`src/hw/rtl/wtls_pkg.sv`:
```
// Shared types and constants for the weighted three-level scheduler.
// Used by the controller, the datapath and the top level.
`default_nettype none
package wtls_pkg;
  localparam logic [1:0] CMD_ADD_READY   = 2'd0;
  localparam logic [1:0] CMD_ADD_BLOCKED = 2'd1;
  localparam logic [1:0] CMD_SCHEDULE    = 2'd2;
  localparam logic [1:0] CMD_ADVANCE     = 2'd3;
  localparam logic [1:0] LVL_NONE   = 2'd0;
  localparam logic [1:0] LVL_HIGH   = 2'd1;
  localparam logic [1:0] LVL_MEDIUM = 2'd2;
  localparam logic [1:0] LVL_LOW    = 2'd3;
  localparam logic [47:0] TIME_MAX = 48'hFFFF_FFFF_FFFF;
  localparam logic [31:0] TICK_RESET = 32'd1000000;
  localparam logic [2:0] SLOT_COUNT = 3'd7;
  localparam logic [2:0] HIGH_SLOTS = 3'd4;

  // Commands from the controller to the datapath.
  typedef struct packed {
    logic load;      // capture the item and clear the per-item flags
    logic exec;      // run add_ready, add_blocked or advance_time
    logic tick;      // add the tick amount to the clock
    logic scan_init; // start the blocked-store scan at the newest entry
    logic scan_step; // examine one blocked entry
    logic compact;   // move one survivor down
    logic grant;     // pop one id by the slot order
    logic result;    // drive the result strobe
  } wtls_cmd_t;

  // Status from the datapath to the controller.
  typedef struct packed {
    logic scan_done;
    logic compact_done;
  } wtls_sts_t;
endpackage
`default_nettype wire

```
`src/hw/rtl/wtls_ctrl.sv`:
```
// Controller state machine of the weighted three-level scheduler.
// Depends on wtls_pkg for the command and status structs.
`default_nettype none
module wtls_ctrl import wtls_pkg::*; (
  input  wire logic      clk,
  input  wire logic      rst,
  input  wire logic      start,
  input  wire logic [1:0] command,
  input  wire wtls_sts_t sts,
  output logic           busy,
  output wtls_cmd_t      cmd
);
  localparam logic [2:0] S_IDLE    = 3'd0;
  localparam logic [2:0] S_EXEC    = 3'd1;
  localparam logic [2:0] S_TICK    = 3'd2;
  localparam logic [2:0] S_SCAN    = 3'd3;
  localparam logic [2:0] S_COMPACT = 3'd4;
  localparam logic [2:0] S_GRANT   = 3'd5;
  localparam logic [2:0] S_DONE    = 3'd6;

  logic [2:0] state, state_next;

  // State register.
  always_ff @(posedge clk) begin
    if (rst) state <= S_IDLE;
    else     state <= state_next;
  end

  // Next state and command decode.
  always_comb begin
    state_next = state;
    cmd = '0;
    busy = (state != S_IDLE);
    case (state)
      S_IDLE: begin
        if (start) begin
          cmd.load = 1'b1;
          state_next = (command == CMD_SCHEDULE) ? S_TICK : S_EXEC;
        end
      end
      S_EXEC: begin
        cmd.exec = 1'b1;
        state_next = S_DONE;
      end
      S_TICK: begin
        cmd.tick = 1'b1;
        cmd.scan_init = 1'b1;
        state_next = S_SCAN;
      end
      S_SCAN: begin
        if (sts.scan_done) begin
          state_next = S_COMPACT;
        end else begin
          cmd.scan_step = 1'b1;
        end
      end
      S_COMPACT: begin
        if (sts.compact_done) begin
          state_next = S_GRANT;
        end else begin
          cmd.compact = 1'b1;
        end
      end
      S_GRANT: begin
        cmd.grant = 1'b1;
        state_next = S_DONE;
      end
      S_DONE: begin
        cmd.result = 1'b1;
        state_next = S_IDLE;
      end
      default: state_next = S_IDLE;
    endcase
  end
endmodule
`default_nettype wire

```
`src/hw/rtl/wtls_dp.sv`:
```
// Datapath of the weighted three-level scheduler: ready queues, blocked
// store, clock and slot counter. Depends on wtls_pkg.
`default_nettype none
module wtls_dp import wtls_pkg::*; #(
  parameter int READY_DEPTH   = 16,
  parameter int BLOCKED_DEPTH = 16
) (
  input  wire logic        clk,
  input  wire logic        rst,
  input  wire wtls_cmd_t   cmd,
  output wtls_sts_t        sts,
  input  wire logic        tick_we,
  input  wire logic [31:0] tick_wdata,
  input  wire logic [1:0]  command,
  input  wire logic [15:0] process_id,
  input  wire logic [1:0]  priority_req,
  input  wire logic [47:0] wake_time,
  input  wire logic [31:0] time_amount,
  output logic             result_valid,
  output logic             grant_valid,
  output logic [15:0]      granted_id,
  output logic [1:0]       granted_level,
  output logic [4:0]       released_count,
  output logic             dropped,
  output logic             all_empty
);
  localparam int RAW = (READY_DEPTH > 1) ? $clog2(READY_DEPTH) : 1;
  localparam int RCW = $clog2(READY_DEPTH + 1);
  localparam int BAW = (BLOCKED_DEPTH > 1) ? $clog2(BLOCKED_DEPTH) : 1;
  localparam int BCW = $clog2(BLOCKED_DEPTH + 1);
  localparam logic [RCW-1:0] RFULL = RCW'(READY_DEPTH);
  localparam logic [BCW-1:0] BFULL = BCW'(BLOCKED_DEPTH);
  localparam logic [RAW-1:0] RLAST = RAW'(READY_DEPTH - 1);

  // Ready queues, blocked store and the gone flags of one scan.
  logic [15:0]     rq_mem [3][READY_DEPTH];
  logic [RAW-1:0]  rq_head [3];
  logic [RCW-1:0]  rq_cnt [3];
  logic [15:0]     bs_id [BLOCKED_DEPTH];
  logic [1:0]      bs_lvl [BLOCKED_DEPTH];
  logic [47:0]     bs_wake [BLOCKED_DEPTH];
  logic [BLOCKED_DEPTH-1:0] gone;
  logic [BCW-1:0]  bcount;
  logic [47:0]     cur_time;
  logic [2:0]      slot;
  logic [31:0]     tick_amount;

  // Captured item and per-item flags.
  logic [1:0]  cmd_r;
  logic [15:0] pid_r;
  logic [1:0]  prio_r;
  logic [47:0] wake_r;
  logic [31:0] amt_r;
  logic        lost;
  logic [4:0]  landed;
  logic        granted;
  logic [15:0] gid;
  logic [1:0]  glvl;

  // Scan and compaction indices, and the store count at the start of the scan.
  logic [BCW-1:0] scan_i;
  logic [BCW-1:0] scan_n;
  logic [BCW-1:0] rd_i;
  logic [BCW-1:0] wr_i;

  // Clock add with saturation.
  logic [31:0] add_amt;
  logic [48:0] time_sum;
  assign add_amt  = cmd.tick ? tick_amount : amt_r;
  assign time_sum = {1'b0, cur_time} + {17'd0, add_amt};

  // One scanned entry.
  logic [BAW-1:0] sk;
  logic [1:0]     s_lvl;
  logic [1:0]     s_q;
  logic           s_exp;
  assign sk    = BAW'(scan_i - BCW'(1));
  assign s_lvl = bs_lvl[sk];
  assign s_q   = s_lvl - 2'd1;
  assign s_exp = bs_wake[sk] <= cur_time;

  // Push for add_ready.
  logic [1:0] a_q;
  assign a_q = prio_r - 2'd1;

  // Grant selection by the slot order.
  logic [1:0] g_lvl;
  always_comb begin
    g_lvl = LVL_NONE;
    if (slot < HIGH_SLOTS) begin
      if      (rq_cnt[0] != '0) g_lvl = LVL_HIGH;
      else if (rq_cnt[1] != '0) g_lvl = LVL_MEDIUM;
      else if (rq_cnt[2] != '0) g_lvl = LVL_LOW;
    end else begin
      if      (rq_cnt[1] != '0) g_lvl = LVL_MEDIUM;
      else if (rq_cnt[2] != '0) g_lvl = LVL_LOW;
      else if (rq_cnt[0] != '0) g_lvl = LVL_HIGH;
    end
  end
  logic [1:0] g_q;
  assign g_q = g_lvl - 2'd1;

  assign sts.scan_done    = (scan_i == '0);
  assign sts.compact_done = (rd_i == scan_n);

  // Control state: counters, pointers, flags.
  always_ff @(posedge clk) begin
    if (rst) begin
      for (int q = 0; q < 3; q++) begin
        rq_head[q] <= '0;
        rq_cnt[q]  <= '0;
      end
      bcount <= '0;
      cur_time <= '0;
      slot <= '0;
      tick_amount <= TICK_RESET;
      result_valid <= 1'b0;
    end else begin
      result_valid <= cmd.result;
      if (tick_we) tick_amount <= tick_wdata;
      if (cmd.exec) begin
        case (cmd_r)
          CMD_ADD_READY: begin
            if (prio_r != LVL_NONE && rq_cnt[a_q] != RFULL)
              rq_cnt[a_q] <= rq_cnt[a_q] + RCW'(1);
          end
          CMD_ADD_BLOCKED: begin
            if (prio_r != LVL_NONE && bcount != BFULL) bcount <= bcount + BCW'(1);
          end
          CMD_ADVANCE: cur_time <= time_sum[48] ? TIME_MAX : time_sum[47:0];
          default: ;
        endcase
      end
      if (cmd.tick) cur_time <= time_sum[48] ? TIME_MAX : time_sum[47:0];
      if (cmd.scan_step && s_exp && s_lvl != LVL_NONE && rq_cnt[s_q] != RFULL)
        rq_cnt[s_q] <= rq_cnt[s_q] + RCW'(1);
      if (cmd.compact && (rd_i + BCW'(1) == bcount)) begin
        // Last entry handled this cycle; survivor count settles below.
        bcount <= (gone[BAW'(rd_i)]) ? wr_i : wr_i + BCW'(1);
      end
      if (cmd.grant && g_lvl != LVL_NONE) begin
        rq_cnt[g_q]  <= rq_cnt[g_q] - RCW'(1);
        rq_head[g_q] <= (rq_head[g_q] == RLAST) ? '0 : rq_head[g_q] + RAW'(1);
        slot <= (slot == SLOT_COUNT - 3'd1) ? 3'd0 : slot + 3'd1;
      end
    end
  end

  // Payload registers and memories.
  logic [RCW:0] a_pos, s_pos;
  assign a_pos = {1'b0, RCW'(rq_head[a_q])} + {1'b0, rq_cnt[a_q]};
  assign s_pos = {1'b0, RCW'(rq_head[s_q])} + {1'b0, rq_cnt[s_q]};
  logic [RAW-1:0] a_idx, s_idx;
  assign a_idx = (a_pos >= (RCW+1)'(READY_DEPTH)) ? RAW'(a_pos - (RCW+1)'(READY_DEPTH))
                                                  : RAW'(a_pos);
  assign s_idx = (s_pos >= (RCW+1)'(READY_DEPTH)) ? RAW'(s_pos - (RCW+1)'(READY_DEPTH))
                                                  : RAW'(s_pos);

  always_ff @(posedge clk) begin
    if (cmd.load) begin
      cmd_r <= command; pid_r <= process_id; prio_r <= priority_req;
      wake_r <= wake_time; amt_r <= time_amount;
      lost <= 1'b0; landed <= '0; granted <= 1'b0; gid <= '0; glvl <= LVL_NONE;
    end
    if (cmd.exec) begin
      case (cmd_r)
        CMD_ADD_READY: begin
          if (prio_r == LVL_NONE || rq_cnt[a_q] == RFULL) lost <= 1'b1;
          else rq_mem[a_q][a_idx] <= pid_r;
        end
        CMD_ADD_BLOCKED: begin
          if (prio_r == LVL_NONE || bcount == BFULL) begin
            lost <= 1'b1;
          end else begin
            bs_id[BAW'(bcount)] <= pid_r;
            bs_lvl[BAW'(bcount)] <= prio_r;
            bs_wake[BAW'(bcount)] <= wake_r;
          end
        end
        default: ;
      endcase
    end
    if (cmd.scan_init) begin
      scan_i <= bcount; scan_n <= bcount; gone <= '0; rd_i <= '0; wr_i <= '0;
    end
    if (cmd.scan_step) begin
      scan_i <= scan_i - BCW'(1);
      if (s_exp) begin
        gone[sk] <= 1'b1;
        if (s_lvl != LVL_NONE && rq_cnt[s_q] != RFULL) begin
          rq_mem[s_q][s_idx] <= bs_id[sk];
          if (landed != 5'd31) landed <= landed + 5'd1;
        end else begin
          lost <= 1'b1;
        end
      end
    end
    if (cmd.compact) begin
      rd_i <= rd_i + BCW'(1);
      if (!gone[BAW'(rd_i)]) begin
        bs_id[BAW'(wr_i)]   <= bs_id[BAW'(rd_i)];
        bs_lvl[BAW'(wr_i)]  <= bs_lvl[BAW'(rd_i)];
        bs_wake[BAW'(wr_i)] <= bs_wake[BAW'(rd_i)];
        wr_i <= wr_i + BCW'(1);
      end
    end
    if (cmd.grant && g_lvl != LVL_NONE) begin
      granted <= 1'b1;
      glvl <= g_lvl;
      gid <= rq_mem[g_q][rq_head[g_q]];
    end
  end

  // Result outputs.
  always_ff @(posedge clk) begin
    if (cmd.result) begin
      grant_valid <= granted;
      granted_id <= gid;
      granted_level <= glvl;
      released_count <= landed;
      dropped <= lost;
      all_empty <= (bcount == '0) && (rq_cnt[0] == '0) && (rq_cnt[1] == '0) &&
                   (rq_cnt[2] == '0);
    end
  end
endmodule
`default_nettype wire

```
`src/hw/rtl/weighted_three_level_scheduler.sv`:
```
// Top level of the weighted three-level scheduler.
// Joins wtls_ctrl and wtls_dp; depends on wtls_pkg.
//
// Usage: drive command, process_id, priority_req, wake_time and time_amount
// with start high while busy is low; the item is taken at that edge and the
// inputs need not be held afterwards. Each item yields one result, shown for
// exactly one cycle with done high; the receiver cannot stall it.
// add_ready, add_blocked and advance_time pass through the execute and done
// states. A schedule item passes through the tick, scan, compaction, grant
// and done states; every blocked-store entry present before the item is
// examined once during the release scan (newest first) and once more
// during compaction, where survivors move down one per cycle.
// Busy drops in the cycle where done is high, so the next item can be taken
// at the same edge that takes the result.
// The tick_amount register is written by tick_we/tick_wdata; the user must write it only while idle (not enforced).
// Reset (rst, synchronous) empties all queues and the blocked store, clears
// the clock and the slot counter, and loads tick_amount with 1000000.
`default_nettype none
module weighted_three_level_scheduler import wtls_pkg::*; #(
  parameter int READY_DEPTH   = 16,
  parameter int BLOCKED_DEPTH = 16
) (
  input  wire logic        clk,
  input  wire logic        rst,
  input  wire logic        start,
  output logic             busy,
  input  wire logic [1:0]  command,
  input  wire logic [15:0] process_id,
  input  wire logic [1:0]  priority_req,
  input  wire logic [47:0] wake_time,
  input  wire logic [31:0] time_amount,
  input  wire logic        tick_we,
  input  wire logic [31:0] tick_wdata,
  output logic             done,
  output logic             grant_valid,
  output logic [15:0]      granted_id,
  output logic [1:0]       granted_level,
  output logic [4:0]       released_count,
  output logic             dropped,
  output logic             all_empty
);
  wtls_cmd_t cmd;
  wtls_sts_t sts;

  // Sequencer.
  wtls_ctrl u_ctrl (
    .clk(clk), .rst(rst), .start(start), .command(command),
    .sts(sts), .busy(busy), .cmd(cmd)
  );

  // Queues, store and clock.
  wtls_dp #(.READY_DEPTH(READY_DEPTH), .BLOCKED_DEPTH(BLOCKED_DEPTH)) u_dp (
    .clk(clk), .rst(rst), .cmd(cmd), .sts(sts),
    .tick_we(tick_we), .tick_wdata(tick_wdata),
    .command(command), .process_id(process_id), .priority_req(priority_req),
    .wake_time(wake_time), .time_amount(time_amount),
    .result_valid(done), .grant_valid(grant_valid), .granted_id(granted_id),
    .granted_level(granted_level), .released_count(released_count),
    .dropped(dropped), .all_empty(all_empty)
  );
endmodule
`default_nettype wire

```
`config.mk`:
```
export PLATFORM = sky130hd
export DESIGN_NAME = weighted_three_level_scheduler
export DESIGN_NICKNAME = d
export VERILOG_FILES = /design/src/hw/rtl/wtls_pkg.sv /design/src/hw/rtl/wtls_ctrl.sv /design/src/hw/rtl/wtls_dp.sv /design/src/hw/rtl/weighted_three_level_scheduler.sv
export SDC_FILE = /design/constraint.sdc
export NUM_CORES = 2
export LEC_CHECK = 0
export BUFFER_PORTS_ARGS = -buffer_cell sky130_fd_sc_hd__buf_2
export CAP_MARGIN = 20
export CORE_ASPECT_RATIO = 1.25
export CORE_MARGIN = 2
export CORE_UTILIZATION = 63
export CTS_CLUSTER_DIAMETER = 80
export DETAILED_ROUTE_END_ITERATION = 16
export HOLD_SLACK_MARGIN = 0.1
export PLACE_DENSITY_LB_ADDON = 0.2
export REMOVE_ABC_BUFFERS = 1
export SLEW_MARGIN = 15
export SYNTH_ARGS = -nofsm -noshare
export SYNTH_HDL_FRONTEND = slang
export SYNTH_SLANG_ARGS = --single-unit
```
`constraint.sdc`:
```
create_clock -name clk -period 8.9 [get_ports clk]
set_input_delay 0.445 -clock clk [delete_from_list [all_inputs] [get_ports clk]]
set_output_delay 0.445 -clock clk [all_outputs]
set_load 0.02 [all_outputs]
```
==> reports/results.txt <==
Seq/Total Area, Yosys = 66.3%
Peak Freq = 0.127 GHz
share of cells above drive strength 1 = 21.9%
clk_skew = 0.0360 ns
Synth Area in XOR/XNOR = 0.645%
reg2reg start = u_dp.scan_i[0]
routed via count = 57600
Resized cells post-CTS = 0
Synth Area in Compound Gates = 5.42%
total core area = 150000 um2
row count = 159
period utilization = 88.7%
clock share of power = 25.2%
Max-cap violations = 0
hold-critical path endpoint = u_dp.tick_amount[18]
startpoint types = register
Yosys reg bits = 2143
Die W = 352 um
WHS = 0.180 ns
Hold WC Path Type = in2reg
Sw Ratio = 33.8%
synthesized cell area = 95200 um2
EDFF count, synth = 2019
slew at the pin with the worst max-slew slack = 1.17 ns
Routed WL = 253000 um
Initial Util = 63.4%
Fillers = 9192
Slowest Stage Delay on Critical Path = 0.90 ns
max-slew violations = 0
DRC = 0
primary flip-flop cell chosen by synthesis mapping = edfxtp_1
most common cell after layout, fill and taps aside = edfxtp_1
CP delay by family, top = simple AND/OR/NAND/NOR gates
nets@finish = 6455
Worst EP arrival = 8.48 ns
initial drt markers = 7131
CTS Hold Bufs = 134
net switching power = 11.5 mW
Worst-Skew Late Latency = 0.86 ns
DR pass1 iterations = 9
largest net degree at the start of global routing = 181
peak supply drop = 0.000326 V
Detail Placement HPWL = 146000 um
Seq pwr share = 38.9%
status = finished clean
H-Tree Depth = 4
Via density = 6.86
adder-cell share of the synthesized area = 1.46%
DR WL/cell = 30.2 um
Final setup viols = 0
antenna violations before repair = 9
area leader, netlist = edfxtp_1
ys async rst share = 0%
critical path class = reg2reg
antenna-violating nets left = 0
worst path bufs/invs = 2
commonest cells after routing, fill and taps aside = edfxtp_1, nand2_1, mux4_2
top cells by area, synth = edfxtp_1, mux4_2, nand2_1
final hold vios = 0
Layout area overhead = 12.0%
# IOs = 164
Data required, critical path = 9.48 ns
Post-Synth Simple-Gate Area = 6.39%
setup TNS = 0 ns
FF+latch area = 63100 um2
main combinational cell family by area after synthesis = multiplexers
Num CTS Buffers = 198
CTS tree = yes
critical path cell sequence = inv_1 > ha_4 > buf_4 > mux4_2 > mux4_2 > ha_1 > nand4_1 > nor4b_1 > and4b_1 > a41oi_1 > o31a_1 > a311oi_4 > and2_1 > mux2_2 > ha_1 > or3_1 > a31oi_1 > nor2_1
Comb power frac = 35.9%
Die ar. = 154000 um2
Slew headroom = 22.1%
Crit Path Max Fanout = 41
Crit. End Element = register
r2r endpoint = u_dp.rq_cnt[0][2]
setup bufs post-CTS = 0
Root Buffer = clkbuf_16
Worst-path clk slew = 0.06 ns
Pwr Density = 320 nW/um2
RePlAce Congestion = 0.926
synth warn = 0
Worst Hold Depth = 3
synthesized instance count = 5941
multiplexer share of the synthesized area = 17.8%
Cell Int Power = 22.6 mW
Overall Global Routing Usage = 33.1%
LEAKAGE = 35.4 nW
share of the synthesized area in the top cell type = 63.7%
CTS Sinks = 2143
minimum clock period after layout = 7.90 ns
Worst R2R Setup Slack = 1.00 ns
RSZ-0062 raised after global routing = false
Max clock buf depth = 3
syn_area_per_cell = 16.0 um2
Buffers on Ports = 163
Hold Crit Start = tick_we
GRT overflow = 0
die height = 439 um
area of the multi-input gates = 30400 um2
first-pass GRT wire length = 370000 um
distinct cell type count after synthesis = 75
Slowest cell on crit path = nor4b_1
R2R depth = 18
number of global-route vias before repair = 57300
[flip-flops by register name, summed over array words and instances (netlist names), 16 cells and up, named ones only]
name              flops
u_dp.bs_wake        768
u_dp.granted_id      16
u_dp.rq_cnt          20
u_dp.bs_id          256
u_dp.amt_r           32
u_dp.rq_head         16
u_dp.cur_time        48
u_dp.tick_amount     32
u_dp.pid_r           16
u_dp.wake_r          48
u_dp.rq_mem         768
u_dp.gid             16
u_dp.bs_lvl          32
u_dp.gone            16
[tightest hold or removal path, delay by kind of cell]
family,cells,cell delay (ns)
AND/OR/NAND/NOR,1,0.06
buffers and inverters,1,0.28
multiplexers,1,0.19
[final cells by class]
type	count	share of cell area (%)
diodes	3	0.00704
clock buffers	266	5.05
clock inverters	106	1.07
inverters	115	0.416
multi-input cells	3300	28.5
flip-flops and latches	2143	59.2
well taps	2012	2.36
repair buffers	452	3.41
[logic make-up (layout without fill, tap and decap cells)]
group / after synthesis / in the layout
AO/OA/AOI/OAI: 808 / 808
AND/OR/NAND/NOR: 1506 / 1506
buffers and inverters: 498 / 939
other: 0 / 3
multiplexers: 809 / 809
flip-flops: 2143 / 2143
adder cells (fa/ha/maj): 109 / 109
XOR/XNOR: 68 / 68
[metal layers]
layer | vias to the layer above | GRT usage [%] | share of wire [%]
met5 | - | 0 | 0.018
met4 | 8 | 18.0 | 6.0
met3 | 706 | 6.05 | 9.1
met2 | 3448 | 55.0 | 50
met1 | 29400 | 41.7 | 34
li1 | 24100 | - | -
[through the flow]
step | instances | instance area (um2) | setup slack, ns | util (%) | total power [mW]
2_1_floorplan | 5558 | 93800 | -14.82 | - | 23.5
3_3_place_gp | 7881 | 98700 | 1.10 | 65.7 | 25.2
3_5_place_dp | 7884 | 98700 | 1.10 | 65.7 | 25.5
4_1_cts | 8390 | 107000 | 1.06 | 71.0 | 34.1
5_1_grt | 8396 | 107000 | 0.750 | 71.0 | 35.4
6_report | 8397 | 107000 | 1.00 | 71.0 | 34.1
[cells in the mapped netlist (8+ instances only)]
master,count
nor2b_1,18
edfxtp_1,2019
dfxtp_1,124
a21oi_1,215
mux2i_1,65
a22oi_1,21
nand2_1,879
buf_1,58
nor2_1,446
xnor2_1,38
clkbuf_1,316
a21o_1,35
and3_1,14
nor3_1,25
o21ai_0,137
a211oi_1,70
mux2_2,39
nand2b_1,9
xor2_1,29
nand4_1,17
o31ai_1,8
mux4_2,700
inv_1,113
nand3_1,36
o22ai_1,33
a311oi_1,99
ha_1,106
and2_1,12
a31oi_1,138
[power by group through the flow]
stage	sequential, mW	combinational [mW]	clock, mW
4_1_cts	13.3	12.2	8.64
5_1_grt	13.3	13.1	9.01
3_3_place_gp	13.5	11.8	0
3_5_place_dp	13.5	12.0	0
2_1_floorplan	13.9	9.69	0
6_report	13.3	12.2	8.59
[worst max path at each step]
stage | slack (ns) | to | startpoint | depth (start not counted)
finish | 1.00 | u_dp.rq_cnt[0][2] | u_dp.scan_i[0] | 18
floorplan | -14.82 | u_dp.rq_mem[1][0] | u_dp.scan_i[0] | 13
global route | 0.75 | u_dp.rq_cnt[0][2] | u_dp.scan_i[0] | 18
detailed placement | 1.10 | u_dp.rq_cnt[0][2] | u_dp.scan_i[0] | 18
CTS | 1.06 | u_dp.rq_cnt[0][2] | u_dp.scan_i[0] | 18
global placement | 1.10 | u_dp.rq_mem[2][78] | u_dp.scan_i[0] | 14
(Power assumes the default switching activity.)
